### config.mk
export PLATFORM = sky130hd
export DESIGN_NAME = scene_tour_sequencer_unit
export DESIGN_NICKNAME = d
export VERILOG_FILES = /design/src/hw/rtl/sts_pkg.sv /design/src/hw/rtl/sts_ram.sv /design/src/hw/rtl/scene_tour_sequencer_unit.sv
export SDC_FILE = /design/constraint.sdc
export NUM_CORES = 1
export LEC_CHECK = 0
export ABC_AREA = 0
export ABC_CLOCK_PERIOD_IN_PS = 5500
export BUFFER_PORTS_ARGS = -buffer_cell sky130_fd_sc_hd__buf_2
export CAP_MARGIN = 20
export CORE_ASPECT_RATIO = 1.2
export CORE_MARGIN = 2
export CORE_UTILIZATION = 62
export DETAILED_ROUTE_END_ITERATION = 10
export PLACE_DENSITY = 0.79
export REMOVE_ABC_BUFFERS = 1
export SYNTH_ARGS = -nofsm -noshare
export SYNTH_HDL_FRONTEND = slang
export SYNTH_SLANG_ARGS = --single-unit
export TNS_END_PERCENT = 10
### constraint.sdc
create_clock -name clk -period 5.5 [get_ports clk]
set_input_delay 0.825 -clock clk [delete_from_list [all_inputs] [get_ports clk]]
set_output_delay 0.825 -clock clk [all_outputs]
set_load 0.01 [all_outputs]
### src/hw/rtl/sts_pkg.sv
package sts_pkg;

    // Operation codes carried in s_axis_tuser
    localparam logic [2:0] OP_TICK   = 3'd0;
    localparam logic [2:0] OP_CLEAR  = 3'd1;
    localparam logic [2:0] OP_APPEND = 3'd2;
    localparam logic [2:0] OP_REMOVE = 3'd3;
    localparam logic [2:0] OP_START  = 3'd4;
    localparam logic [2:0] OP_PAUSE  = 3'd5;

    // Status codes returned with each result word
    localparam logic [1:0] ST_OK        = 2'd0;
    localparam logic [1:0] ST_FULL      = 2'd1;
    localparam logic [1:0] ST_NOT_FOUND = 2'd2;

    // Field widths fixed by the word layout
    localparam int ID_W    = 16;
    localparam int DWELL_W = 32;
    localparam int ENTRY_W = ID_W + DWELL_W;

    // Sequencer states, one-hot
    typedef enum logic [9:0] {
        S_IDLE     = 10'b00_0000_0001,
        S_TK_WAIT  = 10'b00_0000_0010,
        S_TK_CHK   = 10'b00_0000_0100,
        S_ACT_WAIT = 10'b00_0000_1000,
        S_ACT      = 10'b00_0001_0000,
        S_RM_WAIT  = 10'b00_0010_0000,
        S_RM_CMP   = 10'b00_0100_0000,
        S_SH_WAIT  = 10'b00_1000_0000,
        S_SH_WR    = 10'b01_0000_0000,
        S_DONE     = 10'b10_0000_0000
    } state_t;

endpackage

### src/hw/rtl/sts_ram.sv
module sts_ram #(
    parameter int WIDTH = 48,
    parameter int DEPTH = 16,
    localparam int AW = (DEPTH > 1) ? $clog2(DEPTH) : 1
) (
    input  logic             clk,
    input  logic             wr_en,
    input  logic [AW-1:0]    wr_addr,
    input  logic [WIDTH-1:0] wr_data,
    input  logic [AW-1:0]    rd_addr,
    output logic [WIDTH-1:0] rd_data
);

    logic [WIDTH-1:0] mem [DEPTH];

    // Write port and registered read port
    always_ff @(posedge clk)
    begin
        if (wr_en)
        begin
            mem[wr_addr] <= wr_data;
        end
        rd_data <= mem[rd_addr];
    end

endmodule

### src/hw/rtl/scene_tour_sequencer_unit.sv
// Scene tour sequencer.
// Input words arrive on s_axis: the opcode in tuser (tick, clear, append,
// remove by id, start, pause), scene id and dwell in tdata. Every accepted
// word gives exactly one result word on m_axis: a load request flag in tuser,
// and the scene to load, a status code, the running flag and the entry count
// in tdata.
// The tour table sits in one synchronous RAM of TOUR_DEPTH entries (id and
// dwell side by side) with a registered read. The result is registered in
// the same cycle that the sequencer returns to idle. Clear, append, start,
// pause and a tick that needs no table read go straight to the result. A
// tick that reads the table activates entry 0 when none is active; else it
// checks the active entry's dwell and, once that has run out, activates the
// next entry. An activation requests the entry's scene. A remove searches
// entry by entry up to the match, then shifts the rest of the table down.
// One word is worked on at a time; s_axis_tready is high while the sequencer
// is idle, including while a finished result waits in the output register.
// When m_axis_tready is low the result word holds; a following word is
// still accepted and processed, and its result waits until the output
// register frees.
// Reset empties the table, stops the tour and clears the output valid.
module scene_tour_sequencer_unit
    import sts_pkg::*;
#(
    parameter int TOUR_DEPTH = 16,
    localparam int IDX_W = $clog2(TOUR_DEPTH),
    localparam int CNT_W = $clog2(TOUR_DEPTH + 1),
    localparam int OUT_W = ((ID_W + 3 + CNT_W + 7) / 8) * 8
) (
    input  logic             clk,
    input  logic             rst_n,

    input  logic             s_axis_tvalid,
    output logic             s_axis_tready,
    // fields from bit 0: scene_id[15:0], dwell_ticks[47:16]
    input  logic [47:0]      s_axis_tdata,
    // fields from bit 0: opcode[2:0]
    input  logic [2:0]       s_axis_tuser,

    output logic             m_axis_tvalid,
    input  logic             m_axis_tready,
    // fields from bit 0: load_scene[15:0], status[17:16], is_running[18],
    // entry_count[18+CNT_W:19], zero fill
    output logic [OUT_W-1:0] m_axis_tdata,
    // fields from bit 0: load_request[0]
    output logic             m_axis_tuser
);

    state_t             state_reg, state_next;
    logic [CNT_W-1:0]   count_reg, count_next;
    logic [IDX_W-1:0]   cur_reg, cur_next;
    logic               active_reg, active_next;
    logic               running_reg, running_next;
    logic [DWELL_W-1:0] elapsed_reg, elapsed_next;
    logic [IDX_W-1:0]   addr_reg, addr_next;
    logic [IDX_W-1:0]   rm_idx_reg, rm_idx_next;
    logic [ID_W-1:0]    key_reg, key_next;
    logic               res_req_reg, res_req_next;
    logic [ID_W-1:0]    res_scene_reg, res_scene_next;
    logic [1:0]         res_status_reg, res_status_next;
    logic               m_valid_reg, m_valid_next;
    logic [OUT_W-1:0]   out_data_reg, out_data_next;
    logic               out_user_reg, out_user_next;

    logic               wr_en;
    logic [IDX_W-1:0]   wr_addr;
    logic [ENTRY_W-1:0] wr_data;
    logic [ENTRY_W-1:0] rd_data;

    logic               in_accept;
    logic [2:0]         in_op;
    logic [ID_W-1:0]    in_id;
    logic [DWELL_W-1:0] in_dwell;
    logic [ID_W-1:0]    rd_id;
    logic [DWELL_W-1:0] rd_dwell;
    logic [DWELL_W-1:0] elapsed_inc;
    logic [CNT_W-1:0]   addr_plus1;
    logic [CNT_W-1:0]   cur_plus1;

    sts_ram #(
        .WIDTH (ENTRY_W),
        .DEPTH (TOUR_DEPTH)
    ) u_table (
        .clk     (clk),
        .wr_en   (wr_en),
        .wr_addr (wr_addr),
        .wr_data (wr_data),
        .rd_addr (addr_reg),
        .rd_data (rd_data)
    );

    assign s_axis_tready = (state_reg == S_IDLE);
    assign in_accept     = s_axis_tvalid && s_axis_tready;
    assign in_op         = s_axis_tuser;
    assign in_id         = s_axis_tdata[ID_W-1:0];
    assign in_dwell      = s_axis_tdata[ENTRY_W-1:ID_W];
    assign rd_id         = rd_data[ID_W-1:0];
    assign rd_dwell      = rd_data[ENTRY_W-1:ID_W];

    // Saturating elapsed count of the active entry
    assign elapsed_inc = (active_reg && (elapsed_reg != '1)) ? elapsed_reg + 1'b1
                                                             : elapsed_reg;
    assign addr_plus1  = CNT_W'(addr_reg) + 1'b1;
    assign cur_plus1   = CNT_W'(cur_reg) + 1'b1;

    assign m_axis_tvalid = m_valid_reg;
    assign m_axis_tdata  = out_data_reg;
    assign m_axis_tuser  = out_user_reg;

    // Sequencer: decode the word, walk the table, write back
    always_comb
    begin
        state_next      = state_reg;
        count_next      = count_reg;
        cur_next        = cur_reg;
        active_next     = active_reg;
        running_next    = running_reg;
        elapsed_next    = elapsed_reg;
        addr_next       = addr_reg;
        rm_idx_next     = rm_idx_reg;
        key_next        = key_reg;
        res_req_next    = res_req_reg;
        res_scene_next  = res_scene_reg;
        res_status_next = res_status_reg;
        m_valid_next    = m_valid_reg;
        out_data_next   = out_data_reg;
        out_user_next   = out_user_reg;
        wr_en           = 1'b0;
        wr_addr         = addr_reg;
        wr_data         = rd_data;

        // Drop the result word once taken
        if (m_valid_reg && m_axis_tready)
        begin
            m_valid_next = 1'b0;
        end

        case (state_reg)
            S_IDLE:
            begin
                if (in_accept)
                begin
                    res_req_next    = 1'b0;
                    res_scene_next  = '0;
                    res_status_next = ST_OK;
                    state_next      = S_DONE;
                    case (in_op)
                        OP_TICK:
                        begin
                            elapsed_next = elapsed_inc;
                            if (running_reg)
                            begin
                                if (count_reg == '0)
                                begin
                                    running_next = 1'b0;
                                    active_next  = 1'b0;
                                end
                                else if (!active_reg || (CNT_W'(cur_reg) >= count_reg))
                                begin
                                    addr_next  = '0;
                                    state_next = S_ACT_WAIT;
                                end
                                else
                                begin
                                    addr_next  = cur_reg;
                                    state_next = S_TK_WAIT;
                                end
                            end
                        end
                        OP_CLEAR:
                        begin
                            count_next  = '0;
                            cur_next    = '0;
                            active_next = 1'b0;
                        end
                        OP_APPEND:
                        begin
                            if (count_reg >= CNT_W'(TOUR_DEPTH))
                            begin
                                res_status_next = ST_FULL;
                            end
                            else
                            begin
                                wr_en      = 1'b1;
                                wr_addr    = count_reg[IDX_W-1:0];
                                wr_data    = {in_dwell, in_id};
                                count_next = count_reg + 1'b1;
                            end
                        end
                        OP_REMOVE:
                        begin
                            if (count_reg == '0)
                            begin
                                res_status_next = ST_NOT_FOUND;
                            end
                            else
                            begin
                                key_next   = in_id;
                                addr_next  = '0;
                                state_next = S_RM_WAIT;
                            end
                        end
                        OP_START:
                        begin
                            running_next = 1'b1;
                        end
                        OP_PAUSE:
                        begin
                            running_next = 1'b0;
                        end
                        default:
                        begin
                        end
                    endcase
                end
            end

            S_TK_WAIT:
            begin
                state_next = S_TK_CHK;
            end

            // Retire the active entry once its dwell has run out
            S_TK_CHK:
            begin
                state_next = S_DONE;
                if (elapsed_reg > rd_dwell)
                begin
                    active_next = 1'b0;
                    if (count_reg > CNT_W'(1))
                    begin
                        addr_next  = (cur_plus1 >= count_reg) ? '0 : cur_plus1[IDX_W-1:0];
                        state_next = S_ACT_WAIT;
                    end
                end
            end

            S_ACT_WAIT:
            begin
                state_next = S_ACT;
            end

            // Activate the entry at addr and request its scene
            S_ACT:
            begin
                cur_next       = addr_reg;
                active_next    = 1'b1;
                elapsed_next   = '0;
                res_req_next   = 1'b1;
                res_scene_next = rd_id;
                state_next     = S_DONE;
            end

            S_RM_WAIT:
            begin
                state_next = S_RM_CMP;
            end

            // Search for the first matching id
            S_RM_CMP:
            begin
                if (rd_id == key_reg)
                begin
                    rm_idx_next = addr_reg;
                    if (addr_plus1 < count_reg)
                    begin
                        addr_next  = addr_plus1[IDX_W-1:0];
                        state_next = S_SH_WAIT;
                    end
                    else
                    begin
                        // Last entry matched: nothing to shift
                        count_next = count_reg - 1'b1;
                        if (active_reg)
                        begin
                            if (addr_reg == cur_reg)
                            begin
                                active_next = 1'b0;
                                cur_next    = '0;
                            end
                            else if (addr_reg < cur_reg)
                            begin
                                cur_next = cur_reg - 1'b1;
                            end
                        end
                        state_next = S_DONE;
                    end
                end
                else if (addr_plus1 < count_reg)
                begin
                    addr_next  = addr_plus1[IDX_W-1:0];
                    state_next = S_RM_WAIT;
                end
                else
                begin
                    res_status_next = ST_NOT_FOUND;
                    state_next      = S_DONE;
                end
            end

            S_SH_WAIT:
            begin
                state_next = S_SH_WR;
            end

            // Move the entry at addr down by one, then close out the remove
            S_SH_WR:
            begin
                wr_en   = 1'b1;
                wr_addr = addr_reg - 1'b1;
                wr_data = rd_data;
                if (addr_plus1 < count_reg)
                begin
                    addr_next  = addr_plus1[IDX_W-1:0];
                    state_next = S_SH_WAIT;
                end
                else
                begin
                    count_next = count_reg - 1'b1;
                    if (active_reg)
                    begin
                        if (rm_idx_reg == cur_reg)
                        begin
                            active_next = 1'b0;
                            cur_next    = '0;
                        end
                        else if (rm_idx_reg < cur_reg)
                        begin
                            cur_next = cur_reg - 1'b1;
                        end
                    end
                    state_next = S_DONE;
                end
            end

            // Load the result word once the output register is free
            S_DONE:
            begin
                if (!m_valid_reg || m_axis_tready)
                begin
                    m_valid_next  = 1'b1;
                    out_user_next = res_req_reg;
                    out_data_next = OUT_W'({count_reg, running_reg,
                                            res_status_reg, res_scene_reg});
                    state_next    = S_IDLE;
                end
            end

            default:
            begin
                state_next = S_IDLE;
            end
        endcase
    end

    // Control state
    always_ff @(posedge clk or negedge rst_n)
    begin
        if (!rst_n)
        begin
            state_reg   <= S_IDLE;
            count_reg   <= '0;
            cur_reg     <= '0;
            active_reg  <= 1'b0;
            running_reg <= 1'b0;
            elapsed_reg <= '0;
            addr_reg    <= '0;
            m_valid_reg <= 1'b0;
        end
        else
        begin
            state_reg   <= state_next;
            count_reg   <= count_next;
            cur_reg     <= cur_next;
            active_reg  <= active_next;
            running_reg <= running_next;
            elapsed_reg <= elapsed_next;
            addr_reg    <= addr_next;
            m_valid_reg <= m_valid_next;
        end
    end

    // Payload registers
    always_ff @(posedge clk)
    begin
        rm_idx_reg     <= rm_idx_next;
        key_reg        <= key_next;
        res_req_reg    <= res_req_next;
        res_scene_reg  <= res_scene_next;
        res_status_reg <= res_status_next;
        out_data_reg   <= out_data_next;
        out_user_reg   <= out_user_next;
    end

    // Table never holds more entries than it has rows
    assert property (@(posedge clk) disable iff (!rst_n)
        count_reg <= CNT_W'(TOUR_DEPTH))
        else $error("tour count exceeds table depth");

    // An active entry always lies inside the table
    assert property (@(posedge clk) disable iff (!rst_n)
        active_reg |-> (CNT_W'(cur_reg) < count_reg))
        else $error("active entry outside the table");

    // Outside idle, a table write never lands on the row being read
    assert property (@(posedge clk) disable iff (!rst_n)
        (wr_en && (state_reg != S_IDLE)) |-> (wr_addr != addr_reg))
        else $error("table write collides with read row");

    // An accepted word always leaves the idle state
    assert property (@(posedge clk) disable iff (!rst_n)
        (s_axis_tvalid && s_axis_tready) |=> !s_axis_tready)
        else $error("sequencer stayed idle after accepting a word");

endmodule

==> results by group <==
Status
  • Status: completed

Clock network
  • Root Driver: clkbuf_16
  • CTS Buf Count: slightly below 90
  • Clk_lat worst skew: between 0.6 and 0.7 ns
  • Post_cts resized: 0
  • Post-CTS Hold Buffers: 0
  • H-Tree Level Count: 3
  • Sinks on Clock Net: approximately 940
  • Post-CTS setup repair buffer count: 0
  • CTS clk-pin slew, worst paths: ~0.06 ns
  • Longest Clk Path Bufs: 3
  • CTS tree: done

Logic synthesis
  • Synth area leaders: edfxtp_1 (67%), mux4_2 (14%), dfrtp_1 (3.8%)
  • Fraction of registers with async set/reset: 0.0618
  • Sequential share of the synthesized area: 0.733
  • Netlist cell types: 70
  • Number of synthesized flops with an enable pin: around 830
  • Post-Synthesis Cells: approximately 2000
  • Commonest cells in the netlist: edfxtp_1 (832), mux4_2 (240), nand2_1 (118)
  • Synthesized cell area: 37400 sq um
  • Warnings from Yosys: 0
  • Most common cell in the netlist: edfxtp_1
  • Yosys top cell by area: edfxtp_1
  • Yosys top cell area share: 0.668
  • Ys flop type: edfxtp_1
  • Synth Register Bits: about 940
  • Syn_area_per_cell: approximately 19 sq um

Critical path
  • Worst path arrival time: approximately 4.6 ns
  • CP max stage delay: 0.83 ns
  • CP Class: reg -> reg
  • Max Fanout on Critical Path: 35
  • CP cell instances: nor4_4, nand4_4, or3_1, mux2i_1, a2bb2oi_1, nand2b_1, nor2_4, buf_12
  • CP Capture Type: register
  • Startpoint types: register
  • Critical Path RT: 5.80 ns
  • Slowest library cell on the worst path: or3_1

Detailed routing
  • Initial drt markers: 2766
  • Post-route ant nets: 0
  • DR DRC count: 0
  • Via Count: ~20000
  • Per-cell routed wire length: 30.4 um
  • Vias/cell: 6.71
  • Post-Route WL: 90.5 mm
  • DRT Pass-1 Iters: 8

STA
  • Peak Freq: between 200 and 250 MHz
  • Final Hold Vio Count: 0
  • Final setup margin: between 1 and 1.5 ns
  • Final Skew: 0.0132 ns
  • Worst Tran Pin Value: between 1 and 1.5 ns
  • Max Slew Vio Count: 0
  • Setup total negative slack: 0 ns
  • Slew headroom: 0.253
  • Final period utilization: 0.774
  • RSZ-0062 raised after global routing: false
  • Fin crit period: around 4.3 ns
  • # setup viols final: 0

Final layout
  • # diodes: 0
  • Syn-to-layout area delta: 12.8%
  • Max reg flops: 768
  • Layout cell share with drive strength beyond 1: 0.255
  • NumNets Final: around 2200
  • Layout fillers: 3544

Floorplanning
  • Die extent in y: around 270 um
  • Die W: roughly 230 um
  • DIE AREA: between 60000 and 70000 sq um
  • Starting Density: 0.627
  • I/O pin total: slightly above 80
  • Rows: just under 100
  • Core Area: slightly below 60000 sq um

Power and ir drop
  • Leak: 13.9 nW
  • Pwr dens: between 400 and 500 nW/um^2
  • Maximum VDD drop: between 0.3 and 0.4 mV

Placed design
  • DP Worst Slack: roughly 1.1 ns
  • Dpl hpwl: roughly 50 mm
  • RePlAce Congestion: 0.897
  • PortBufs: 81

Hold path
  • Hold Path Class: in -> async

GRT
  • First-pass GRT wire length: ~130 mm
  • Total GRT Usage: 0.297
  • Largest net degree at the start of global routing: 82
  • Number of antenna violations at the first check in global routing: 1
  • Vias in the first global route: 20483
  • GRT Residual Overflow: 0

Flow run
  • Max-cap violations: 0
routing by layer:
metal / vias up / global-route usage / routed length [um]
li1: 8197 / - / -
met1: 10310 / 0.399 / 32900
met2: 1276 / 0.502 / 46500
met3: 187 / 0.0433 / 7890
met4: 0 / 0.118 / 3210
met5: - / 0 / 0
per-stage QoR:
stage	instances	total power (W)	util	instance area, sq um	hold slack, ns
finish	2977	0.0202	0.708	42200	0.346
global route	2977	0.0209	0.708	42200	0.380
CTS	2976	0.0202	0.708	42200	0.353
detailed placement	2815	0.0139	0.658	39200	0.405
global placement	2801	0.0136	0.656	39100	0.401
floorplan	1874	0.0128	-	37100	0.400
where the power goes:
group          leakage (nW)  internal [W]  total [W]  switching, W
clock network          1.44       0.00363    0.00626       0.00263
registers              8.68       0.00934    0.00972      0.000378
logic                  3.79       0.00159    0.00420       0.00261
worst paths after layout:
check	from	to	slack (ns)	cells past startpoint
min in group clk	s_axis_tdata[14]	key_reg[14]	0.39	1
max in group asynchronous	rst_n	addr_reg[0]	4.56	2
worst max register to register	state_reg[5]	u_table.mem[8][20]	1.24	8
worst min-delay path	rst_n	elapsed_reg[19]	0.35	2
worst min register to register	res_scene_reg[13]	m_axis_tdata[13]	0.42	0
worst max-delay path	state_reg[5]	u_table.mem[8][20]	1.24	8
critical path, delay by kind of cell, from the launching register on:
family | cells | cell delay (ns)
compound gates | 1 | 0.14
buf+inv | 1 | 0.38
flops | 1 | 0.44
mux | 1 | 0.29
simple gates | 5 | 2.66
logic make-up after synthesis:
logic type      after synthesis  synth area share
compound gates              169            0.0278
xor+xnor                     44            0.0103
fa+ha+maj                    61            0.0204
buf+inv                     145            0.0147
flops                       938             0.733
mux                         246             0.146
simple gates                353            0.0477
layout by cell type, fill, tap and decap left out, drive strengths merged, types with 7 or more instances in the layout:
cell      Yosys  layout
a21oi        43      43
and2         19      19
and4          7       7
buf          26     142
bufinv        0      11
clkbuf       56     116
clkinv        0      24
clkinvlp      0       8
dfrtp        57      57
dfxtp        48      48
edfxtp      832     832
ha           61      61
inv          63      65
mux4        240     240
nand2       118     118
nand2b        9       9
nand3        26      26
nand4        28      28
nor2         68      68
nor2b         9       9
nor3         24      24
nor4         12      12
o21ai        70      70
or3          13      13
xnor2        32      32
xor2         12      12
layout make-up:
| type | count | area (sq um) | share of cell area |
|---|---|---|---|
| multi-input cells | 873 | 9570 | 0.227 |
| clock buffers | 116 | 2430 | 0.0576 |
| flip-flops and latches | 938 | 27400 | 0.650 |
| repair buffers | 142 | 978 | 0.0232 |
| well taps | 800 | 1000 | 0.0237 |
| inverters | 63 | 236 | 0.00561 |
| clock inverters | 45 | 542 | 0.0128 |
(Power assumes the default switching activity.)
